**config.mk**
```make
export PLATFORM = sky130hd
export DESIGN_NAME = two_class_round_robin_orderer_top
export DESIGN_NICKNAME = d
export VERILOG_FILES = /design/src/hw/rtl/tcrro_pkg.sv /design/src/hw/rtl/tcrro_front.sv /design/src/hw/rtl/tcrro_back.sv /design/src/hw/rtl/two_class_round_robin_orderer_top.sv
export VERILOG_INCLUDE_DIRS = /design/src /design/src/hw/rtl
export SDC_FILE = /design/constraint.sdc
export NUM_CORES = 1
export LEC_CHECK = 0
export BUFFER_PORTS_ARGS = -buffer_cell sky130_fd_sc_hd__buf_2
export CAP_MARGIN = 20
export CORE_ASPECT_RATIO = 0.5
export CORE_UTILIZATION = 55
export CTS_BUF_LIST = sky130_fd_sc_hd__clkbuf_4
export CTS_CLUSTER_SIZE = 30
export DETAILED_ROUTE_END_ITERATION = 8
export PLACE_DENSITY = 0.85
export SYNTH_ARGS = -nofsm -noshare
export SYNTH_HDL_FRONTEND = slang
export SYNTH_HIERARCHICAL = 1
export SYNTH_SLANG_ARGS = --single-unit
export TNS_END_PERCENT = 30
```
**constraint.sdc**
```tcl
create_clock -name clk -period 3.5 [get_ports clk]
set_input_delay 0.35 -clock clk [delete_from_list [all_inputs] [get_ports clk]]
set_output_delay 0.35 -clock clk [all_outputs]
set_load 0.1 [all_outputs]
```
**src/hw/rtl/two_class_round_robin_orderer_top_defines.svh**
```systemverilog
// Assertion macros for the two-class round-robin orderer.
// Included by the top level; no other dependencies.
`ifndef TWO_CLASS_ROUND_ROBIN_ORDERER_TOP_DEFINES_SVH
`define TWO_CLASS_ROUND_ROBIN_ORDERER_TOP_DEFINES_SVH

`ifndef SYNTHESIS
// Check that cons holds in the same cycle as ante.
`define TCRRO_ASSERT_SAME(lbl, clk, rstn, ante, cons) \
	lbl: assert property (@(posedge clk) disable iff (!(rstn)) (ante) |-> (cons)) \
		else $error("tcrro assertion failed");
// Check that cons holds in the cycle after ante.
`define TCRRO_ASSERT_NEXT(lbl, clk, rstn, ante, cons) \
	lbl: assert property (@(posedge clk) disable iff (!(rstn)) (ante) |=> (cons)) \
		else $error("tcrro assertion failed");
`else
`define TCRRO_ASSERT_SAME(lbl, clk, rstn, ante, cons)
`define TCRRO_ASSERT_NEXT(lbl, clk, rstn, ante, cons)
`endif

`endif

```
**src/hw/rtl/tcrro_pkg.sv**
```systemverilog
// Shared types, constants and helper functions of the round-robin orderer.
// No dependencies.
`default_nettype none

package tcrro_pkg;

	localparam int MAX_REQUESTERS = 16;
	localparam int REQ_W          = MAX_REQUESTERS;
	localparam int IDX_W          = $clog2(MAX_REQUESTERS);
	localparam int CNT_W          = IDX_W + 1;
	localparam int ADDR_W         = 3;
	localparam int DATA_W         = 32;

	// Register index of requester_count
	localparam logic [0:0] REG_REQUESTER_COUNT = 1'b0;
	localparam logic [CNT_W-1:0] COUNT_RESET   = CNT_W'(MAX_REQUESTERS);

	// One batch as it sits in the queue
	typedef struct packed {
		logic [REQ_W-1:0] ready;
		logic [REQ_W-1:0] eof;
	} tcrro_entry_t;

	// Scheduler state visible to the top level
	typedef struct packed {
		logic [REQ_W-1:0] open_mask;
		logic [REQ_W-1:0] served_now;
	} tcrro_status_t;

	// Bits of requesters below the active count
	function automatic logic [REQ_W-1:0] count_mask(input logic [CNT_W-1:0] n);
		logic [REQ_W-1:0] m;
		for (int i = 0; i < REQ_W; i++) begin
			m[i] = (CNT_W'(i) < n);
		end
		return m;
	endfunction

	// First set bit at or above s, else lowest set bit
	function automatic logic [IDX_W-1:0] rr_pick(input logic [REQ_W-1:0] m,
			input logic [IDX_W-1:0] s);
		logic [REQ_W-1:0] hi;
		logic [IDX_W-1:0] lo_i;
		logic [IDX_W-1:0] hi_i;
		hi   = m & ({REQ_W{1'b1}} << s);
		lo_i = '0;
		hi_i = '0;
		for (int i = REQ_W - 1; i >= 0; i--) begin
			if (m[i]) lo_i = IDX_W'(i);
			if (hi[i]) hi_i = IDX_W'(i);
		end
		return (hi != '0) ? hi_i : lo_i;
	endfunction

endpackage

`default_nettype wire

```
**src/hw/rtl/tcrro_front.sv**
```systemverilog
// Front end: accepts batches, drops mask bits at or above the count, queues them.
// Depends on tcrro_pkg.
`default_nettype none

module tcrro_front
	import tcrro_pkg::*;
(
	input  wire logic                clk,
	input  wire logic                arst_n,
	input  wire logic [CNT_W-1:0]    eff_n,
	input  wire logic                in_valid,
	output logic                     in_stall,
	input  wire logic [REQ_W-1:0]    ready_mask,
	input  wire logic [REQ_W-1:0]    eof_mask,
	output logic                     q_valid,
	output tcrro_entry_t             q_entry,
	input  wire logic                q_pop
);

	tcrro_entry_t     ent_q [2];
	logic             wr_ptr_q;
	logic             rd_ptr_q;
	logic [1:0]       cnt_q;
	logic             push;
	logic             pop;
	logic [REQ_W-1:0] live;

	// Classify: keep only requesters in use, eof only where ready
	assign live     = count_mask(eff_n) & ready_mask;
	assign in_stall = (cnt_q == 2'd2);
	assign push     = in_valid && !in_stall;
	assign q_valid  = (cnt_q != 2'd0);
	assign pop      = q_pop && q_valid;
	assign q_entry  = ent_q[rd_ptr_q];

	// Store incoming item
	always_ff @(posedge clk) begin
		if (push) begin
			ent_q[wr_ptr_q].ready <= live;
			ent_q[wr_ptr_q].eof   <= live & eof_mask;
		end
	end

	// Advance pointers and fill level
	always_ff @(posedge clk or negedge arst_n) begin
		if (!arst_n) begin
			wr_ptr_q <= 1'b0;
			rd_ptr_q <= 1'b0;
			cnt_q    <= 2'd0;
		end else begin
			if (push) wr_ptr_q <= !wr_ptr_q;
			if (pop) rd_ptr_q <= !rd_ptr_q;
			unique case ({push, pop})
				2'b10:   cnt_q <= cnt_q + 2'd1;
				2'b01:   cnt_q <= cnt_q - 2'd1;
				default: cnt_q <= cnt_q;
			endcase
		end
	end

endmodule

`default_nettype wire

```
**src/hw/rtl/tcrro_back.sv**
```systemverilog
// Back end: orders one batch at a time into grants, one grant per cycle while
// the output is not stalled. Holds open, served and rotation state. Depends on tcrro_pkg.
`default_nettype none

module tcrro_back
	import tcrro_pkg::*;
(
	input  wire logic                clk,
	input  wire logic                arst_n,
	input  wire logic [CNT_W-1:0]    eff_n,
	input  wire logic                q_valid,
	input  wire tcrro_entry_t        q_entry,
	output logic                     q_pop,
	output logic                     out_valid,
	input  wire logic                out_stall,
	output logic [IDX_W-1:0]         grant_index,
	output logic                     closed_now,
	output logic                     last_in_batch,
	output tcrro_status_t            status
);

	typedef enum logic [1:0] {
		ST_IDLE,
		ST_REDUCE,
		ST_SCAN
	} state_t;

	state_t           state_q;
	logic [REQ_W-1:0] ready_q;
	logic [REQ_W-1:0] eof_q;
	logic [IDX_W-1:0] start_q;
	logic [IDX_W-1:0] rot_q;
	logic [REQ_W-1:0] pend0_q;
	logic [REQ_W-1:0] pend1_q;
	logic [REQ_W-1:0] served_q;
	logic [REQ_W-1:0] served_last_q;
	logic [REQ_W-1:0] open_q;
	logic             out_valid_q;
	logic [IDX_W-1:0] grant_q;
	logic             closed_q;
	logic             last_q;

	logic [REQ_W-1:0] active;
	logic [IDX_W-1:0] pick;
	logic [REQ_W-1:0] pick_bit;
	logic             out_free;
	logic             emit;
	logic [CNT_W-1:0] start_inc;

	// Unserved class first, then recently served class
	assign active    = (pend0_q != '0) ? pend0_q : pend1_q;
	assign pick      = rr_pick(active, start_q);
	assign pick_bit  = REQ_W'(1) << pick;
	assign out_free  = !out_valid_q || !out_stall;
	assign emit      = (state_q == ST_SCAN) && (active != '0) && out_free;
	assign start_inc = {1'b0, start_q} + CNT_W'(1);
	assign q_pop     = (state_q == ST_IDLE) && q_valid;

	assign out_valid         = out_valid_q;
	assign grant_index       = grant_q;
	assign closed_now        = closed_q;
	assign last_in_batch     = last_q;
	assign status.open_mask  = open_q;
	assign status.served_now = served_q;

	// Sequencer with output register
	always_ff @(posedge clk or negedge arst_n) begin
		if (!arst_n) begin
			state_q       <= ST_IDLE;
			ready_q       <= '0;
			eof_q         <= '0;
			start_q       <= '0;
			rot_q         <= '0;
			pend0_q       <= '0;
			pend1_q       <= '0;
			served_q      <= '0;
			served_last_q <= '0;
			open_q        <= '1;
			out_valid_q   <= 1'b0;
			grant_q       <= '0;
			closed_q      <= 1'b0;
			last_q        <= 1'b0;
		end else begin
			// Refill or drop output once taken
			if (out_free) out_valid_q <= emit;

			unique case (state_q)
				ST_IDLE: begin
					if (q_valid) begin
						ready_q <= q_entry.ready;
						eof_q   <= q_entry.eof;
						start_q <= rot_q;
						state_q <= ST_REDUCE;
					end
				end
				// Bring start below the count, then snapshot both classes
				ST_REDUCE: begin
					if ({1'b0, start_q} >= eff_n) begin
						start_q <= start_q - eff_n[IDX_W-1:0];
					end else begin
						pend0_q  <= ready_q & open_q & ~served_last_q;
						pend1_q  <= ready_q & open_q & served_last_q;
						served_q <= '0;
						state_q  <= ST_SCAN;
					end
				end
				ST_SCAN: begin
					if (active == '0) begin
						served_last_q <= served_q;
						rot_q         <= (start_inc == eff_n) ? '0 : start_inc[IDX_W-1:0];
						state_q       <= ST_IDLE;
					end else if (out_free) begin
						grant_q     <= pick;
						closed_q    <= eof_q[pick];
						last_q      <= (((pend0_q | pend1_q) & ~pick_bit) == '0);
						pend0_q     <= pend0_q & ~pick_bit;
						pend1_q     <= pend1_q & ~pick_bit;
						if (eof_q[pick]) begin
							open_q[pick] <= 1'b0;
						end else begin
							served_q[pick] <= 1'b1;
						end
					end
				end
				default: state_q <= ST_IDLE;
			endcase
		end
	end

endmodule

`default_nettype wire

```
**src/hw/rtl/two_class_round_robin_orderer_top.sv**
```systemverilog
// Path: an accepted batch is queued in the front end, then popped into the back end's
// batch registers; the start pointer is brought below the count before the first grant.
// Throughput: per batch, one grant per cycle while the output is not stalled, plus
// setup and wrap-up in the back-end sequencer; a 2-entry queue lets the front keep accepting.
// Reset: open mask all ones, served mask clear, rotation start 0, count 16.
`default_nettype none
`include "two_class_round_robin_orderer_top_defines.svh"

module two_class_round_robin_orderer_top
	import tcrro_pkg::*;
(
	input  wire logic              clk,
	input  wire logic              arst_n,
	// configuration port
	input  wire logic              psel,
	input  wire logic              penable,
	input  wire logic              pwrite,
	input  wire logic [ADDR_W-1:0] paddr,
	input  wire logic [DATA_W-1:0] pwdata,
	output logic [DATA_W-1:0]      prdata,
	output logic                   pready,
	// input channel
	input  wire logic              in_valid,
	output logic                   in_stall,
	input  wire logic [REQ_W-1:0]  ready_mask,
	input  wire logic [REQ_W-1:0]  eof_mask,
	// output channel
	output logic                   out_valid,
	input  wire logic              out_stall,
	output logic [IDX_W-1:0]       grant_index,
	output logic                   closed_now,
	output logic                   last_in_batch
);

	logic [CNT_W-1:0] count_q;
	logic [CNT_W-1:0] eff_n;
	logic             cfg_wr;
	logic             q_valid;
	logic             q_pop;
	tcrro_entry_t     q_entry;
	tcrro_status_t    status;

	// Register access
	assign pready = 1'b1;
	assign cfg_wr = psel && penable && pwrite && (paddr[2:2] == REG_REQUESTER_COUNT);
	assign prdata = (paddr[2:2] == REG_REQUESTER_COUNT) ?
		{{(DATA_W-CNT_W){1'b0}}, count_q} : '0;

	always_ff @(posedge clk or negedge arst_n) begin
		if (!arst_n) begin
			count_q <= COUNT_RESET;
		end else if (cfg_wr) begin
			count_q <= pwdata[CNT_W-1:0];
		end
	end

	// Clamp count into 1..MAX_REQUESTERS
	always_comb begin
		priority if (count_q == '0) begin
			eff_n = CNT_W'(1);
		end else if (count_q > CNT_W'(MAX_REQUESTERS)) begin
			eff_n = CNT_W'(MAX_REQUESTERS);
		end else begin
			eff_n = count_q;
		end
	end

	tcrro_front u_front (
		.clk        (clk),
		.arst_n     (arst_n),
		.eff_n      (eff_n),
		.in_valid   (in_valid),
		.in_stall   (in_stall),
		.ready_mask (ready_mask),
		.eof_mask   (eof_mask),
		.q_valid    (q_valid),
		.q_entry    (q_entry),
		.q_pop      (q_pop)
	);

	tcrro_back u_back (
		.clk           (clk),
		.arst_n        (arst_n),
		.eff_n         (eff_n),
		.q_valid       (q_valid),
		.q_entry       (q_entry),
		.q_pop         (q_pop),
		.out_valid     (out_valid),
		.out_stall     (out_stall),
		.grant_index   (grant_index),
		.closed_now    (closed_now),
		.last_in_batch (last_in_batch),
		.status        (status)
	);

	// A closing grant has already cleared its open bit
	`TCRRO_ASSERT_SAME(a_closed_not_open, clk, arst_n, out_valid && closed_now, !status.open_mask[grant_index])
	// Requesters served in this batch are still open
	`TCRRO_ASSERT_SAME(a_served_open, clk, arst_n, 1'b1, (status.served_now & ~status.open_mask) == '0)
	// A closed requester never reopens
	`TCRRO_ASSERT_NEXT(a_no_reopen, clk, arst_n, 1'b1, (status.open_mask & ~$past(status.open_mask)) == '0)

endmodule

`default_nettype wire
```
* Word level (Yosys, flattened, before mapping)
Memory sizes are Yosys's and may differ from the RTL's. A register that Yosys moved wholly into a read port is not among the register bits.
Cells that the tools add are included.
** Operators by class
- Reductions and logical operators :: 35
- Muxes and demuxes :: 65
- Shift operators :: 2
- Bitwise gates (word level) :: 17
- Equality and inequality tests :: 13
- Magnitude comparators :: 20
- Add/sub/neg operators :: 4
** Operators by type and width (number)
- $mux 16 :: 11
- $and 16x16->16 :: 10
- $mux 4 :: 36
- $pmux 16 s2 :: 3
- $not 16->16 :: 3
- $reduce_bool 16->1 :: 3
- $lt 4x5->1 const A :: 8
- $logic_not 16->1 :: 2
- $or 16x16->16 :: 2
- $lt 3x5->1 const A :: 4
- $shl 1x4->16 const A :: 1
- $shl 16x4->16 const A :: 1
- $mux 5 :: 3
- $lt 1x5->1 const A :: 2
- $lt 2x5->1 const A :: 2
- $logic_and 1x1->1 :: 9
- $reduce_and 3->1 :: 3
- $ne 2x2->1 const B :: 4
- $pmux 4 s2 :: 1
- $reduce_and 4->1 :: 2
- $reduce_bool 2->1 :: 4
- $eq 2x2->1 const B :: 3
- $logic_not 1->1 :: 6
- $mux 2 :: 3
- 22 further kinds :: 30
** Word-level totals
- Bits in registers :: 106
- Word-level logic and storage cells :: 173
- Input bits :: 74
- Memory bits (writable) :: 64
- Output and inout port bits :: 41
- Memories kept :: 1
** Memories
- u_front.ent_q :: words 2, width 32, rd ports 1, clocked after memory_dff 1, write ports 1, line tcrro_front.sv:20 : tcrro_entry_t ent_q [2];

* Longest topological paths before layout
- Depth after elaboration :: 29
- Mapped depth :: 17
- Mapped depth without buffers :: 14

* Cells and area by module
The synthesis kept the hierarchy.
** Modules (own cells, without submodules)
- tcrro_back :: cells each 721, sequential area each 3248.1 um^2, times used 1, area an instance 7025.5 um^2
- tcrro_front :: cells each 171, sequential area each 2021.9 um^2, times used 1, area an instance 2825.2 um^2
- two_class_round_robin_orderer_top :: cells each 53, sequential area each 126.4 um^2, times used 1, area an instance 500.5 um^2

* Least setup slack after synthesis
Ideal clock, no wire load.
- Kind :: reg2reg
- From :: register u_back.start_q[1]
- To :: register u_back.closed_q (netlist: u_back/closed_now)
- Path buffers :: 2
- Data required time :: 3.380 ns
- Path slack :: -0.202 ns
- Cell stages (with the launch flop) :: 17
- Setup time :: 0.120 ns
- Period minus slack after synthesis :: 3.702 ns
- Arrival :: 3.583 ns
- Cell sequence :: dfrtp_1 -> clkbuf_1 -> inv_1 -> ha_1 -> nand3b_1 -> a22oi_1 -> o31ai_1 -> a2111o_1 -> nor3_4 -> and3_4 -> nand3b_2 -> nand2_1 -> o31a_1 -> o32a_1 -> and2b_4 -> buf_6 -> a21o_1
** On the way
- Word-level cells in the longest chain between the ends :: 21
- Elaborated cells between the ends (all ways) :: 22
- Classes of those cells :: 1 x shift; 19 x mux; 1 x bitwise; 1 x reduce/logical
** Ends and longest elaborated chain
- start: declaration :: line tcrro_back.sv:31 : logic [IDX_W-1:0] start_q;
- start signal: assignment :: line tcrro_back.sv:92 : start_q <= rot_q;
- start signal: assignment :: line tcrro_back.sv:99 : start_q <= start_q - eff_n[IDX_W-1:0];
- $shl 16x4->16 * :: line tcrro_pkg.sv:45 : hi = m & ({REQ_W{1'b1}} << s);
- $and 16x16->16 * :: line tcrro_pkg.sv:45
- $mux 4 (16 in series) :: line tcrro_pkg.sv:50 : if (hi[i]) hi_i = IDX_W'(i);
- $mux 4 * :: line tcrro_pkg.sv:52 : return (hi != '0) ? hi_i : lo_i;
- $bmux 1 s4 * :: line tcrro_back.sv:114 : closed_q <= eof_q[pick];
- $mux 1 (not written as such) * :: line tcrro_back.sv:114
- end signal: assignment :: line tcrro_back.sv:114
- end: declaration :: line tcrro_back.sv:40 : logic closed_q;
Mark *: on every way between the ends. The rest lies on a longest branch, timed or not. The select of a mux whose other input is x is not followed.
A chain may end at the register's enable or synchronous reset.

* Worst setup path in the final report
- From :: register u_back.pend0_q[9]
- To :: register u_back.closed_q (netlist: u_back/closed_now)
** On the way
- Word-level cells in the longest chain between the ends :: 22
- Elaborated cells between the ends (all ways) :: 42
- Classes of those cells :: 36 x mux; 2 x bitwise; 4 x reduce/logical
** Ends and longest elaborated chain
- start: declaration :: line tcrro_back.sv:33 : logic [REQ_W-1:0] pend0_q;
- start signal: assignment :: line tcrro_back.sv:101 : pend0_q <= ready_q & open_q & ~served_last_q;
- start signal: assignment :: line tcrro_back.sv:116 : pend0_q <= pend0_q & ~pick_bit;
- $reduce_bool 16->1 :: line tcrro_back.sv:51 : assign active = (pend0_q != '0) ? pend0_q : pend1_q;
- $mux 16 * :: line tcrro_back.sv:51
- $and 16x16->16 :: line tcrro_pkg.sv:45
- $mux 4 (16 in series) :: line tcrro_pkg.sv:50
- $mux 4 :: line tcrro_pkg.sv:52
- $bmux 1 s4 :: line tcrro_back.sv:114
- $mux 1 (not written as such) :: line tcrro_back.sv:114
Marked as above.

==> run_summary.xml <==
<?xml version="1.0" encoding="UTF-8"?>
<metrics>
  <group name="die">
    <metric name="design.die.area" unit="sq um">19400</metric>
    <metric name="coreArea" unit="sq um">18400</metric>
    <metric name="die_width" unit="um">196</metric>
    <metric name="rows" unit="">35</metric>
    <metric name="io_pins" unit="">115</metric>
    <metric name="start_util" unit="">0.563</metric>
    <metric name="floorplan.die.height" unit="um">99.0</metric>
  </group>
  <group name="worst_setup_path">
    <metric name="critPathMaxStageDelay" unit="ns">0.47</metric>
    <metric name="critPathBufInv" unit="">5</metric>
    <metric name="worst-path-max-fanout" unit="">6</metric>
    <metric name="timing.critical_path.max_delay_family" unit="">compound AO/OA/AOI/OAI gates</metric>
    <metric name="critPathCaptureType" unit="">register</metric>
    <metric name="cp_slowest_cell" unit="">sky130_fd_sc_hd__o32a_1</metric>
    <metric name="timing_worst_setup_path_type" unit="">register to register</metric>
    <metric name="critical-path-top-cell-by-count" unit="">sky130_fd_sc_hd__buf_6</metric>
    <metric name="cp_data_arrival_time" unit="ns">4.54</metric>
    <metric name="required" unit="ns">4.03</metric>
    <metric name="worst_setup_start_kind" unit="">register</metric>
    <metric name="cp_cell_sequence" unit="">nor3_2, buf_4, and4_4, buf_6, a31o_4, a2111o_1, nor3_4, and3_4, a22oi_2, buf_6, buf_6, buf_4, o31a_1, o32a_1, and2b_4, a21o_1</metric>
  </group>
  <group name="sta">
    <metric name="layout_min_cycle_time" unit="ns">4.01</metric>
    <metric name="rsz_0062_raised_after_global_routing" unit="">true</metric>
    <metric name="finalMaxSlewViolations" unit="">0</metric>
    <metric name="achievable-frequency" unit="GHz">0.249</metric>
    <metric name="final.setup.worst_slack" unit="ns">-0.509</metric>
    <metric name="slew-limit-headroom" unit="">0.427</metric>
    <metric name="final.hold.worst_slack" unit="ns">0.0250</metric>
    <metric name="finalClockSkew" unit="ns">0.0646</metric>
    <metric name="worst_pin_slew" unit="ns">0.859</metric>
    <metric name="final_hold_viol_count" unit="">0</metric>
    <metric name="final.period_utilization" unit="">1.15</metric>
    <metric name="finish_stage_setup_viols" unit="">46</metric>
  </group>
  <group name="cts">
    <metric name="clk_latency" unit="ns">0.69</metric>
    <metric name="cts.path.max_buffers" unit="">3</metric>
    <metric name="cts.clk_slew.worst_paths" unit="ns">0.09</metric>
    <metric name="clock_tree.htree_level_count" unit="">2</metric>
    <metric name="cts_root_buf" unit="">sky130_fd_sc_hd__clkbuf_4</metric>
    <metric name="cts_tree" unit="">yes</metric>
    <metric name="cts_made_buffers" unit="">45</metric>
    <metric name="cts.sinks" unit="">202</metric>
  </group>
  <group name="synthesis">
    <metric name="synth_top_cells_by_area" unit="">sky130_fd_sc_hd__dfrtp_1, sky130_fd_sc_hd__edfxtp_1, sky130_fd_sc_hd__mux2_2, sky130_fd_sc_hd__o21ai_0, sky130_fd_sc_hd__dfstp_2</metric>
    <metric name="synth_largest_area_cell" unit="">sky130_fd_sc_hd__dfrtp_1</metric>
    <metric name="synth_seq_area_share" unit="">0.521</metric>
    <metric name="syn_inst" unit="">945</metric>
    <metric name="async_flop_share" unit="">0.683</metric>
    <metric name="netlist-cell-type-count" unit="">99</metric>
    <metric name="syn_area_per_cell" unit="sq um">11.0</metric>
    <metric name="ys_ff_latch" unit="">202</metric>
    <metric name="synthesis.area" unit="sq um">10400</metric>
    <metric name="count_of_flip_flops_with_a_built_in_enable_after_synthesis" unit="">64</metric>
    <metric name="yosysTopAreaCellShare" unit="">0.293</metric>
    <metric name="synth-warning-count" unit="">6</metric>
    <metric name="dominantRegCellSynth" unit="">sky130_fd_sc_hd__dfrtp_1</metric>
  </group>
  <group name="finish">
    <metric name="final_layout_size_suffix_gt1_frac" unit="">0.430</metric>
    <metric name="final_cell_mix" unit="">sky130_fd_sc_hd__buf_4, sky130_fd_sc_hd__dfrtp_1, sky130_fd_sc_hd__nand2_1</metric>
    <metric name="commonest_non_fill_non_tap_cell_in_the_layout" unit="">sky130_fd_sc_hd__buf_4</metric>
    <metric name="flow.area_growth_from_synthesis" unit="%">28.5</metric>
    <metric name="num-nets-final" unit="">1269</metric>
    <metric name="finish.instance_area" unit="sq um">13300</metric>
    <metric name="fin_util" unit="">0.723</metric>
  </group>
  <group name="run_status">
    <metric name="violations_in_the_final_reports" unit="">design-rule violations, negative setup slack</metric>
    <metric name="outcome" unit="">finished, violations left</metric>
  </group>
  <group name="global_route">
    <metric name="antenna_found_initial" unit="">1</metric>
    <metric name="wire_length_of_the_first_global_routing_pass" unit="um">52000</metric>
    <metric name="grt_max_degree" unit="">89</metric>
    <metric name="number_of_global_route_vias_before_repair" unit="">9026</metric>
    <metric name="groute.usage.overall" unit="">0.358</metric>
    <metric name="global_route.overflow_total" unit="">0</metric>
  </group>
  <group name="place">
    <metric name="postPlaceCellArea" unit="sq um">11900</metric>
    <metric name="io_port_bufs" unit="">57</metric>
    <metric name="dp_slack" unit="ns">-0.464</metric>
    <metric name="place_hpwl" unit="um">20700</metric>
    <metric name="gp_routability_congestion" unit="">0.986</metric>
  </group>
  <group name="power">
    <metric name="pwr_density_cell" unit="nW/um^2">663</metric>
    <metric name="vdd.ir_drop.worst" unit="V">0.000531</metric>
    <metric name="power.static_leakage" unit="nW">5.86</metric>
  </group>
  <group name="run">
    <metric name="cap_viol_max_count" unit="">0</metric>
  </group>
  <group name="drt">
    <metric name="detailroute.via_count" unit="">9301</metric>
    <metric name="detail_route.wirelength" unit="um">35100</metric>
    <metric name="ant_nets" unit="">0</metric>
    <metric name="detail_route.vias_per_cell" unit="">6.36</metric>
    <metric name="drcViolationCount" unit="">2</metric>
    <metric name="drt_pass1_iterations" unit="">8</metric>
    <metric name="drt_first_iter_violations" unit="">1291</metric>
    <metric name="wl_per_cell" unit="um">24.0</metric>
  </group>
  <group name="worst_hold_path">
    <metric name="timing.hold.worst.class" unit="">primary input to register</metric>
  </group>
</metrics>
-- cells in the mapped netlist, types with 12 or more instances --
cell,count
sky130_fd_sc_hd__nor2_1,48
sky130_fd_sc_hd__buf_4,29
sky130_fd_sc_hd__inv_1,38
sky130_fd_sc_hd__a31oi_1,12
sky130_fd_sc_hd__and2_1,15
sky130_fd_sc_hd__nand3_1,36
sky130_fd_sc_hd__a22o_1,17
sky130_fd_sc_hd__buf_2,18
sky130_fd_sc_hd__nand2_1,87
sky130_fd_sc_hd__a21oi_1,19
sky130_fd_sc_hd__mux2_2,76
sky130_fd_sc_hd__clkbuf_1,18
sky130_fd_sc_hd__dfrtp_1,121
sky130_fd_sc_hd__o21ai_0,95
sky130_fd_sc_hd__dfstp_2,17
sky130_fd_sc_hd__edfxtp_1,64
sky130_fd_sc_hd__a21boi_0,12
-- sequential cells by signal, summed over array words and instances, names as in the netlist --
signal / cells
u_back/last_in_batch: 1
u_back/ready_q: 16
u_front/ent_q: 64
u_back/served_q: 16
u_back/open_q: 16
u_front/wr_ptr_q: 1
u_back/rot_q: 4
count_q: 5
u_front/cnt_q: 2
u_back/pend0_q: 16
u_back/start_q: 4
u_back/closed_now: 1
u_back/served_last_q: 16
u_back/state_q: 2
u_back/pend1_q: 16
u_back/out_valid: 1
u_back/eof_q: 16
u_front/rd_ptr_q: 1
u_back/grant_index: 4
-- through the flow --
stage                     cells  TNS (ns)  total power, mW
after floorplan             971   -0.0384             5.52
after global placement     1345    -11.09             6.35
after detailed placement   1345    -18.22             6.51
after CTS                  1454     -8.70             8.55
after global routing       1463    -18.58             9.13
final                      1463    -16.32             8.82
-- logic make-up after synthesis --
kind of cell	after synthesis	share of synthesized area
AOI/OAI and AO/OA	255	0.170
xor gates and xnor gates	12	0.0102
adders and majority gates	9	0.0116
buffers and inverters	112	0.0592
DFF	202	0.521
muxes	81	0.0875
other	2	0.000726
and+or+nand+nor	272	0.140
-- area by class of cell --
type / instances / area [sq um]
Sequential cell: 202 / 5400
Fill cell: 1153 / 5100
Multi-Input combinational cell: 661 / 5000
Timing Repair Buffer: 238 / 1860
Clock buffer: 71 / 533
Tap cell: 240 / 300
Inverter: 38 / 145
Clock inverter: 12 / 60.1
Antenna cell: 1 / 2.50
-- worst reg2reg max path, stage by stage (launching register included) --
cell and delay, ns:
sky130_fd_sc_hd__dfrtp_1 0.39, sky130_fd_sc_hd__nor3_2 0.05, sky130_fd_sc_hd__buf_4 0.16, sky130_fd_sc_hd__and4_4 0.22, sky130_fd_sc_hd__buf_6 0.13, sky130_fd_sc_hd__a31o_4 0.24
sky130_fd_sc_hd__a2111o_1 0.44, sky130_fd_sc_hd__nor3_4 0.26, sky130_fd_sc_hd__and3_4 0.24, sky130_fd_sc_hd__a22oi_2 0.08, sky130_fd_sc_hd__buf_6 0.16, sky130_fd_sc_hd__buf_6 0.13
sky130_fd_sc_hd__buf_4 0.14, sky130_fd_sc_hd__o31a_1 0.25, sky130_fd_sc_hd__o32a_1 0.47, sky130_fd_sc_hd__and2b_4 0.29, sky130_fd_sc_hd__a21o_1 0.19
-- timing repair --
action / CTS / global route
resized for setup: 76 / 70
pin swaps: 37 / 21
hold buffers: 8 / 0
cloned: 5 / 0
endpoints found under the setup margin: 83 / 70
setup buffers: 13 / 11
hold endpoints to repair: 83 / 0
-- power by group --
part / leakage (nW) / total [mW] / switching [mW] / internal (mW)
logic: 3.13 / 3.49 / 2.19 / 1.31
clock network: 0.361 / 1.93 / 1.00 / 0.932
registers: 2.37 / 3.39 / 0.370 / 3.02
-- path summary, 6_finish.rpt --
kind | from | end | slack, ns | depth (start not counted)
max in group asynchronous | arst_n | u_back/open_q[2] | 2.27 | 3
min in group asynchronous | arst_n | u_back/pend1_q[14] | 0.34 | 2
max reg2reg | u_back/pend0_q[9] | u_back/closed_now | -0.51 | 16
max | u_back/pend0_q[9] | u_back/closed_now | -0.51 | 16
min reg2reg | u_back/served_last_q[0] | u_back/pend0_q[0] | 0.43 | 1
min | ready_mask[9] | u_front/ent_q[0][25] | 0.03 | 2
-- per-layer routing --
metal	vias to the layer above	GRT usage	part of all wire
li1	3907	-	-
met1	4528	0.480	0.39
met2	713	0.559	0.45
met3	153	0.0996	0.12
met4	0	0.135	0.042
met5	-	0	0
No activity file was read; power rests on OpenSTA's default activity.
